File: config.mk
export PLATFORM = sky130hd
export DESIGN_NAME = buffer_frame_clock_manager_flat
export DESIGN_NICKNAME = d
export VERILOG_FILES = /design/src/rtl/bfcm_pkg.sv /design/src/rtl/bfcm_if.sv /design/src/rtl/buffer_frame_clock_manager.sv /design/src/flat_wrapper.sv
export VERILOG_INCLUDE_DIRS = /design/src /design/src/rtl
export SDC_FILE = /design/constraint.sdc
export NUM_CORES = 2
export LEC_CHECK = 0
export BUFFER_PORTS_ARGS = -buffer_cell sky130_fd_sc_hd__buf_2
export CAP_MARGIN = 40
export CORE_MARGIN = 2
export CORE_UTILIZATION = 58
export CTS_CLUSTER_SIZE = 12
export DETAILED_ROUTE_END_ITERATION = 6
export GPL_ROUTABILITY_DRIVEN = 0
export PLACE_DENSITY = 0.75
export SYNTH_ARGS = -nofsm -noshare
export SYNTH_HDL_FRONTEND = slang
export SYNTH_SLANG_ARGS = --single-unit
export TNS_END_PERCENT = 5
File: constraint.sdc
create_clock -name i_clk -period 6.38 [get_ports i_clk]
set_clock_uncertainty 0.1 [all_clocks]
set_input_delay 1.914 -clock i_clk [delete_from_list [all_inputs] [get_ports i_clk]]
set_output_delay 1.914 -clock i_clk [all_outputs]
set_load 0.02 [all_outputs]
File: src/rtl/buffer_frame_clock_manager_defines.svh
// Assertion macros for the frame manager.
`ifndef BUFFER_FRAME_CLOCK_MANAGER_DEFINES_SVH
`define BUFFER_FRAME_CLOCK_MANAGER_DEFINES_SVH
// Implication checked on every clock edge outside reset.
`define BFCM_ASSERT(lbl, clk, rst_n, prop, msg) \
    lbl: assert property (@(posedge clk) disable iff (!rst_n) prop) else $error(msg);
// Implication checked at every clock edge, reset included.
`define BFCM_ASSERT_ALWAYS(lbl, clk, prop, msg) \
    lbl: assert property (@(posedge clk) prop) else $error(msg);
`endif

File: src/rtl/bfcm_pkg.sv
// ----------------------------------------------------------------------------
// bfcm_pkg
// Types and constants shared by the frame manager files.
// ----------------------------------------------------------------------------
package bfcm_pkg;
    localparam int NUM_FRAMES = 16;
    localparam int FW = $clog2(NUM_FRAMES);
    localparam int CW = $clog2(NUM_FRAMES + 1);
    localparam int MAX_ACTIVE = (NUM_FRAMES < 16) ? NUM_FRAMES : 16;

    localparam logic [2:0] OP_READ    = 3'd0;
    localparam logic [2:0] OP_UNPIN   = 3'd1;
    localparam logic [2:0] OP_ALLOC   = 3'd2;
    localparam logic [2:0] OP_DISPOSE = 3'd3;
    localparam logic [2:0] OP_FLUSH   = 3'd4;

    localparam logic [1:0] ST_OK       = 2'd0;
    localparam logic [1:0] ST_ALL_PIN  = 2'd1;
    localparam logic [1:0] ST_PIN_ERR  = 2'd2;
    localparam logic [1:0] ST_NOTFOUND = 2'd3;

    typedef struct packed {
        logic [2:0]  opcode;
        logic [15:0] file_id;
        logic [31:0] page_no;
        logic        dirty;
    } t_req;

    typedef struct packed {
        logic [3:0]  frame_index;
        logic        hit;
        logic        read_needed;
        logic        writeback;
        logic [15:0] wb_file_id;
        logic [31:0] wb_page_no;
        logic [1:0]  status;
        logic        last;
    } t_rsp;
endpackage

File: src/rtl/bfcm_if.sv
// ----------------------------------------------------------------------------
// bfcm_req_if / bfcm_rsp_if
// Valid/ready channels for request and result beats.
// ----------------------------------------------------------------------------
interface bfcm_req_if;
    logic             valid;
    logic             ready;
    bfcm_pkg::t_req   data;
    modport source (output valid, output data, input ready);
    modport sink (input valid, input data, output ready);
endinterface

interface bfcm_rsp_if;
    logic             valid;
    logic             ready;
    bfcm_pkg::t_rsp   data;
    modport source (output valid, output data, input ready);
    modport sink (input valid, input data, output ready);
endinterface

File: src/rtl/buffer_frame_clock_manager.sv
// ----------------------------------------------------------------------------
// buffer_frame_clock_manager
// Page-frame table with clock replacement and pin counts.
// ----------------------------------------------------------------------------
//  channel   dir  beat contents
//  i_req     in   opcode, file_id, page_no, dirty
//  o_rsp     out  frame_index, hit, read_needed, writeback, wb tag, status, last
//  cfg       in   i_cfg_we / i_cfg_wdata : frames_in_use
// Lookup walks the frames one per cycle through one tag comparator.
// A clock scan examines one frame per cycle, at most 2n frames, and then fails.
// In a flush, each beat after the first revisits its frame once.
// The receiver can hold off a beat; the manager then waits with the beat held.
// Reset is synchronous; frame state resets through its flag bits.
`include "buffer_frame_clock_manager_defines.svh"
module buffer_frame_clock_manager (
    input  logic                i_clk,
    input  logic                i_rst_n,
    input  logic                i_cfg_we,
    input  logic [4:0]          i_cfg_wdata,
    bfcm_req_if.sink            i_req,
    bfcm_rsp_if.source          o_rsp
);
    localparam int FW = bfcm_pkg::FW;
    localparam int CW = bfcm_pkg::CW;
    localparam int NF = bfcm_pkg::NUM_FRAMES;

    typedef enum logic [5:0] {
        S_IDLE = 6'b000001,
        S_FIND = 6'b000010,
        S_DO   = 6'b000100,
        S_SCAN = 6'b001000,
        S_FLSH = 6'b010000,
        S_OUT  = 6'b100000
    } t_state;

    t_state             r_state;
    logic [4:0]         r_fiu;
    logic [CW-1:0]      r_n;
    logic [FW-1:0]      r_hand;
    logic [FW-1:0]      r_idx;
    logic [CW:0]        r_cnt;
    logic               r_found;
    logic [FW-1:0]      r_fidx;
    logic               r_any;
    logic               r_flush_done;
    bfcm_pkg::t_req     r_req;
    bfcm_pkg::t_rsp     r_rsp;
    logic [NF-1:0]      r_valid, r_dirty, r_ref;
    logic [7:0]         r_pins [NF];
    logic [15:0]        r_ftag [NF];
    logic [31:0]        r_ptag [NF];

    // Active frame count, clamped.
    logic [CW-1:0] n_n;
    always_comb begin
        if (r_fiu == 5'd0) n_n = CW'(1);
        else if (32'(r_fiu) > bfcm_pkg::MAX_ACTIVE) n_n = CW'(bfcm_pkg::MAX_ACTIVE);
        else n_n = CW'(r_fiu);
    end

    logic [FW-1:0] w_hand_next;
    assign w_hand_next = (CW'(r_hand) + CW'(1) >= r_n) ? '0 : r_hand + FW'(1);
    logic w_idx_last;
    assign w_idx_last = (CW'(r_idx) + CW'(1) >= r_n);

    // Miss on read or allocate goes to the clock scan.
    logic w_need_scan;
    assign w_need_scan = !r_found && (r_req.opcode == bfcm_pkg::OP_READ ||
                                      r_req.opcode == bfcm_pkg::OP_ALLOC);

    // Shared tag comparator at r_idx.
    logic w_file_eq, w_tag_eq;
    assign w_file_eq = r_valid[r_idx] && (r_ftag[r_idx] == r_req.file_id);
    assign w_tag_eq  = w_file_eq && (r_ptag[r_idx] == r_req.page_no);

    assign i_req.ready = (r_state == S_IDLE);
    assign o_rsp.valid = (r_state == S_OUT);
    assign o_rsp.data  = r_rsp;

    function automatic bfcm_pkg::t_rsp mk(logic [3:0] f, logic h, logic rd, logic [1:0] st);
        bfcm_pkg::t_rsp r;
        r = '0;
        r.frame_index = f; r.hit = h; r.read_needed = rd; r.status = st; r.last = 1'b1;
        return r;
    endfunction

    // Adds the writeback tag when needed and sets last.
    function automatic bfcm_pkg::t_rsp mk_wb(bfcm_pkg::t_rsp b, logic wb, logic [15:0] wf,
                                             logic [31:0] wp, logic lst);
        bfcm_pkg::t_rsp r;
        r = b;
        if (wb) begin
            r.writeback  = 1'b1;
            r.wb_file_id = wf;
            r.wb_page_no = wp;
        end
        r.last = lst;
        return r;
    endfunction

    // Sequencer.
    always_ff @(posedge i_clk) begin
        if (!i_rst_n) begin
            r_state <= S_IDLE;
            r_fiu   <= 5'd16;
            r_n     <= '0;
            r_hand  <= FW'(bfcm_pkg::MAX_ACTIVE - 1);
            r_valid <= '0;
            r_dirty <= '0;
            r_ref   <= '0;
            r_flush_done <= 1'b0;
            for (int i = 0; i < NF; i++) r_pins[i] <= '0;
        end else begin
            if (i_cfg_we) begin
                r_fiu <= i_cfg_wdata;
                if (i_cfg_wdata == 5'd0) r_hand <= '0;
                else if (32'(i_cfg_wdata) > bfcm_pkg::MAX_ACTIVE)
                    r_hand <= FW'(bfcm_pkg::MAX_ACTIVE - 1);
                else r_hand <= FW'(i_cfg_wdata - 5'd1);
            end
            unique case (r_state)
                S_IDLE: begin
                    if (i_req.valid) begin
                        r_req   <= i_req.data;
                        r_n     <= n_n;
                        r_idx   <= '0;
                        r_found <= 1'b0;
                        r_any   <= 1'b0;
                        r_flush_done <= 1'b0;
                        r_state <= (i_req.data.opcode == bfcm_pkg::OP_FLUSH) ? S_FLSH : S_FIND;
                    end
                end
                S_FIND: begin
                    if (w_tag_eq && !r_found) begin
                        r_found <= 1'b1;
                        r_fidx  <= r_idx;
                    end
                    if (w_idx_last) r_state <= S_DO;
                    else r_idx <= r_idx + FW'(1);
                end
                S_DO: begin
                    r_state <= w_need_scan ? S_SCAN : S_OUT;
                    r_cnt   <= '0;
                    unique case (r_req.opcode)
                        bfcm_pkg::OP_READ: begin
                            if (!r_found) begin
                                if (CW'(r_hand) >= r_n) r_hand <= '0;
                            end else if (r_pins[r_fidx] == 8'hFF) begin
                                r_rsp <= mk(4'(r_fidx), 1'b1, 1'b0, bfcm_pkg::ST_PIN_ERR);
                            end else begin
                                r_ref[r_fidx]  <= 1'b1;
                                r_pins[r_fidx] <= r_pins[r_fidx] + 8'd1;
                                r_rsp <= mk(4'(r_fidx), 1'b1, 1'b0, bfcm_pkg::ST_OK);
                            end
                        end
                        bfcm_pkg::OP_UNPIN: begin
                            if (!r_found) r_rsp <= mk(4'd0, 1'b0, 1'b0, bfcm_pkg::ST_NOTFOUND);
                            else if (r_pins[r_fidx] == 8'd0)
                                r_rsp <= mk(4'(r_fidx), 1'b1, 1'b0, bfcm_pkg::ST_PIN_ERR);
                            else begin
                                r_pins[r_fidx] <= r_pins[r_fidx] - 8'd1;
                                if (r_req.dirty) r_dirty[r_fidx] <= 1'b1;
                                r_rsp <= mk(4'(r_fidx), 1'b1, 1'b0, bfcm_pkg::ST_OK);
                            end
                        end
                        bfcm_pkg::OP_ALLOC: begin
                            if (r_found)
                                r_rsp <= mk(4'(r_fidx), 1'b1, 1'b0, bfcm_pkg::ST_NOTFOUND);
                            else if (CW'(r_hand) >= r_n) r_hand <= '0;
                        end
                        bfcm_pkg::OP_DISPOSE: begin
                            if (!r_found) r_rsp <= mk(4'd0, 1'b0, 1'b0, bfcm_pkg::ST_NOTFOUND);
                            else begin
                                r_valid[r_fidx] <= 1'b0;
                                r_dirty[r_fidx] <= 1'b0;
                                r_ref[r_fidx]   <= 1'b0;
                                r_pins[r_fidx]  <= 8'd0;
                                r_rsp <= mk(4'(r_fidx), 1'b1, 1'b0, bfcm_pkg::ST_OK);
                            end
                        end
                        default: r_rsp <= mk(4'd0, 1'b0, 1'b0, bfcm_pkg::ST_NOTFOUND);
                    endcase
                    r_flush_done <= 1'b1;
                end
                // One frame examined per cycle at the hand.
                S_SCAN: begin
                    r_cnt <= r_cnt + (CW+1)'(1);
                    if (r_cnt >= (CW+1)'({r_n, 1'b0})) begin
                        r_rsp   <= mk(4'd0, 1'b0, 1'b0, bfcm_pkg::ST_ALL_PIN);
                        r_state <= S_OUT;
                    end else if (r_valid[r_hand] && r_ref[r_hand]) begin
                        r_ref[r_hand] <= 1'b0;
                        r_hand <= w_hand_next;
                    end else if (r_valid[r_hand] && r_pins[r_hand] != 8'd0) begin
                        r_hand <= w_hand_next;
                    end else begin
                        r_rsp <= mk_wb(mk(4'(r_hand), 1'b0,
                                          r_req.opcode == bfcm_pkg::OP_READ, bfcm_pkg::ST_OK),
                                       r_valid[r_hand] && r_dirty[r_hand],
                                       r_ftag[r_hand], r_ptag[r_hand], 1'b1);
                        r_valid[r_hand] <= 1'b1;
                        r_dirty[r_hand] <= 1'b0;
                        r_ref[r_hand]   <= 1'b1;
                        r_pins[r_hand]  <= 8'd1;
                        r_ftag[r_hand]  <= r_req.file_id;
                        r_ptag[r_hand]  <= r_req.page_no;
                        r_state <= S_OUT;
                    end
                end
                // Flush walks frames in order; a matched beat is held in r_rsp
                // until the next match or the end tells whether it is last.
                S_FLSH: begin
                    if (w_file_eq && r_any) begin
                        // send the held beat, then revisit this frame
                        r_state <= S_OUT;
                    end else if (w_file_eq && r_pins[r_idx] != 8'd0) begin
                        r_rsp <= mk(4'(r_idx), 1'b1, 1'b0, bfcm_pkg::ST_NOTFOUND);
                        r_flush_done <= 1'b1;
                        r_state <= S_OUT;
                    end else if (w_file_eq) begin
                        r_rsp <= mk_wb(mk(4'(r_idx), 1'b1, 1'b0, bfcm_pkg::ST_OK),
                                       r_dirty[r_idx], r_ftag[r_idx], r_ptag[r_idx],
                                       w_idx_last);
                        r_any <= 1'b1;
                        r_valid[r_idx] <= 1'b0;
                        r_dirty[r_idx] <= 1'b0;
                        r_ref[r_idx]   <= 1'b0;
                        if (w_idx_last) begin
                            r_flush_done <= 1'b1;
                            r_state <= S_OUT;
                        end else begin
                            r_idx <= r_idx + FW'(1);
                        end
                    end else if (w_idx_last) begin
                        r_flush_done <= 1'b1;
                        r_state <= S_OUT;
                        if (r_any) r_rsp.last <= 1'b1;
                        else r_rsp <= mk(4'd0, 1'b0, 1'b0, bfcm_pkg::ST_NOTFOUND);
                    end else begin
                        r_idx <= r_idx + FW'(1);
                    end
                end
                S_OUT: begin
                    if (o_rsp.ready) begin
                        if (r_flush_done) r_state <= S_IDLE;
                        else begin
                            r_any   <= 1'b0;
                            r_state <= S_FLSH;
                        end
                    end
                end
                default: r_state <= S_IDLE;
            endcase
        end
    end

    // Flush needs a lookahead so the final match carries last: handled by
    // deferring each matched beat until the next match or the end is known.
    `BFCM_ASSERT(a_busy_not_ready, i_clk, i_rst_n, (r_state != S_IDLE) |-> !i_req.ready, "ready while busy")
    `BFCM_ASSERT(a_out_hold, i_clk, i_rst_n, (o_rsp.valid && !o_rsp.ready) |=> (o_rsp.valid && $stable(r_rsp)), "result dropped")
    `BFCM_ASSERT(a_hand_range, i_clk, i_rst_n, (r_state == S_SCAN) |-> (CW'(r_hand) < r_n), "hand out of range")
endmodule

File: src/flat_wrapper.sv
// flat-port wrapper written by rule: the top's interface ports become plain ports
module buffer_frame_clock_manager_flat 
  (i_clk, i_rst_n, i_cfg_we, i_cfg_wdata, i_req_valid, i_req_data, i_req_ready, o_rsp_valid, o_rsp_data, o_rsp_ready);
  bfcm_req_if i_req_i ();
  bfcm_rsp_if o_rsp_i ();
  input  logic i_clk;
  input  logic i_rst_n;
  input  logic i_cfg_we;
  input  logic [4:0] i_cfg_wdata;
  input wire logic [$bits(i_req_i.valid)-1:0] i_req_valid;
  input wire logic [$bits(i_req_i.data)-1:0] i_req_data;
  output wire logic [$bits(i_req_i.ready)-1:0] i_req_ready;
  output wire logic [$bits(o_rsp_i.valid)-1:0] o_rsp_valid;
  output wire logic [$bits(o_rsp_i.data)-1:0] o_rsp_data;
  input wire logic [$bits(o_rsp_i.ready)-1:0] o_rsp_ready;
  assign i_req_i.valid = i_req_valid;
  assign i_req_i.data = i_req_data;
  assign i_req_ready = i_req_i.ready;
  assign o_rsp_valid = o_rsp_i.valid;
  assign o_rsp_data = o_rsp_i.data;
  assign o_rsp_i.ready = o_rsp_ready;
  buffer_frame_clock_manager u_core (.i_clk(i_clk), .i_rst_n(i_rst_n), .i_cfg_we(i_cfg_we), .i_cfg_wdata(i_cfg_wdata), .i_req(i_req_i), .o_rsp(o_rsp_i));
endmodule
==> impl_metrics.toml <==
[run_status]
status = "finished with violations"
failed_checks = "design-rule violations"

[routing]
dr.first_iter.drc_count = 5515
vias_per_cell = 7.38
route.detailed.wl_per_inst_microns = 32.5
routed-via-count = 35008
first_pass_iters = 7
drt_drc_violations_left = 2
routed_wl_microns = 154000
postRouteAntennaNets = 0

[timing]
final_period_minus_worst_setup_slack_ns = 5.82
finalSetupViolations = 0
tightest_slew_ns = 1.00
tns_ns = 0
final_max_slew_viol_count = 0
finalCritPeriodShare_pct = 91.3
rsz0062_at_grt = "false"
timing.fmax_ghz = 0.172
final_hold_vio_count = 0
worst_slew_margin_rel_pct = 33.1

[power]
p_leak_uw = 0.0195
power_per_cell_area_nw_per_um2 = 297
ir_drop_uv = 302

[critical_path]
cpPeakStageDelay_ns = 0.74
cp-start-kind = "register"
critical_path.max_fanout = 18
cpMaxStageDelayCell = "dfxtp_2"
timing.setup.critical_path_class = "reg2reg"
sequence_of_cells_on_the_critical_path = "buf_4 > mux4_2 > a22oi_1 > nand2_1 > nor4_1 > a21oi_1 > mux2_2 > ha_1 > or3_1 > a21oi_1 > mux2i_1 > xnor2_1 > nand2_1 > nor2_1"
cp-end-kind = "register"
crit_arrival_ns = 6.14
cp_data_required_time_ns = 6.69

[clock_tree]
cts_buffers = 111
cts-htree-levels = 3
ctsLongestPathBuffers = 3
clock_sinks = 1099
postCtsSetupBuffers = 0
worst_skew_pair.late_latency_ns = 0.71
root_buffer = "clkbuf_16"
count_of_hold_fix_buffers_inserted_at_cts = 0
cts.clk_slew.worst_paths_ns = 0.06
tritoncts = "built"
number_of_instances_resized_during_post_cts_repair = 0

[cells_and_area]
final_area_sq_um = 58800
fin_nets = 3582
drive_gt1_share_pct = 25.2
num_antenna_cells = 0
areaGrowthSynthToFinish_pct = 10.5

[floorplanning]
die_h_microns = 307
die-area_sq_um = 94200
fp-row-count = 111
io_pins = 122
floorplan.initialDensity_pct = 58.3
die_w_microns = 307
core_region_area_sq_um = 91200

[logic_synthesis]
synth-seq-cells = 1099
yosys_most_used_dff = "edfxtp_1"
synth-seq-area-share_pct = 60.5
synth.yosys.warnings = 0
synth_top_cell_area_share_pct = 57.6
synth.top_cells.by_area = "edfxtp_1 58%, mux4_2 19%, dfxtp_1 2.9%"
synth_cell_types = 83
netlist.top_cell.by_area = "edfxtp_1"
mean_syn_cell_area_sq_um = 15.7
yosys-top-cells-count = "1022 x edfxtp_1, 444 x mux4_2, 256 x nor2_1"
syn-instance-count = 3385
share_of_async_settable_or_async_resettable_flops_after_synthesis_pct = 0
most_instantiated_library_cell_after_synthesis = "edfxtp_1"
syn-num-nets = 3479
syn-cell-area_sq_um = 53200
synth_edf_count = 1022

[grt]
globalRouteOverflowTotal = 0
grt_first_pass_wirelength_microns = 227000
grt_antenna_before_repair = 3
number_of_global_route_vias_before_repair = 34611
grt.total_usage_pct = 32.8
grt_start_max_net_pins = 65

[placement]
dpl_cell_area_sq_um = 55600
dp_hpwl_microns = 95400
io_buffer_count = 121

[hold_path]
hold_path.class = "reg2reg"

[run]
maxCapViolCount = 0
==> layer usage <==
layer	up-vias	part of all wire, %	global-route usage [%]
li1	13954	-	-
met1	17652	36	44.2
met2	2850	47	51.5
met3	546	12	7.41
met4	6	5.0	15.1
met5	-	0.023	0
==> cells by family after synthesis <==
kind of cell,count (synthesis),share of synthesized area (%)
flops,1099,60.5
simple gates,710,6.22
mux,607,22.0
compound gates,518,6.48
buf+inv,344,2.75
xor+xnor,73,1.20
fa+ha+maj,34,0.790
==> cells in the final DEF, fill, tap and decap left out, types with 39 or more instances in the layout <==
cell type and n:
nor4_1 52, buf_2 121, nor2_1 242, a221oi_1 39
inv_1 111, dfxtp_1 69, mux2_2 45, buf_4 66
mux2i_1 113, o22ai_1 71, a21oi_1 113, xnor2_1 40
a22oi_1 51, clkbuf_16 111, nand2_1 194, mux4_2 444
edfxtp_1 1022, o21ai_0 84
==> final timing paths <==
check / startpoint / endpoint / slack (ns) / cells past startpoint
max reg2reg: register / u_core.r_pins[9][4] / 0.56 / 14
min: u_core.r_n[4] / u_core.r_n[4] / 0.38 / 2
min reg2reg: u_core.r_n[4] / u_core.r_n[4] / 0.38 / 2
max: register / u_core.r_pins[9][4] / 0.56 / 14
==> area by class of cell <==
type | instances | area [sq um]
fill | 6198 | 32400
multi-input combinational | 1942 | 19700
clock buffer | 143 | 2950
sequential | 1099 | 32300
timing repair buffer | 220 | 1760
inverter | 114 | 430
clock inverter | 38 | 258
tap | 1186 | 1480
==> power breakdown <==
group	leakage [uW]	switching [uW]	internal, uW	total (uW)
logic	0.00798	1780	1350	3130
registers	0.00992	364	8020	8380
clock network	0.00156	2690	3260	5950
total	0.0195	4830	12600	17500
==> state kept, by name, summed over array words and instances (netlist names), named ones only <==
name and count:
u_core.o_rsp.data 58, u_core.r_any 1, u_core.r_cnt 6, u_core.r_fidx 4, u_core.r_fiu 5, u_core.r_flush_done 1
u_core.r_found 1, u_core.r_ftag 256, u_core.r_hand 4, u_core.r_idx 4, u_core.r_n 5, u_core.r_pins 128
u_core.r_ptag 512, u_core.r_req 52, u_core.r_state 6, u_core.r_valid 16
==> per-stage QoR <==
step	cells	total power [uW]	hold WS (ns)	util (%)	setup slack, ns
final	4742	17500	0.379	64.5	0.555
after global routing	4742	17900	0.406	64.5	0.376
after CTS	4742	17400	0.374	64.5	0.654
after detailed placement	4561	11600	0.367	61.0	0.627
after global placement	4547	11500	0.362	60.7	0.788
after floorplan	3385	10600	0.324	-	0.567
==> worst max-delay path, delay by kind of cell (launching register included) <==
kind / cells / cell delay (ns)
flip-flops: 1 / 0.74
adder cells (fa/ha/maj): 1 / 0.26
AND/OR/NAND/NOR: 5 / 2.08
buffers and inverters: 1 / 0.32
AO/OA/AOI/OAI: 3 / 0.84
multiplexers: 3 / 1.02
XOR/XNOR: 1 / 0.17
(Power assumes the default switching activity.)
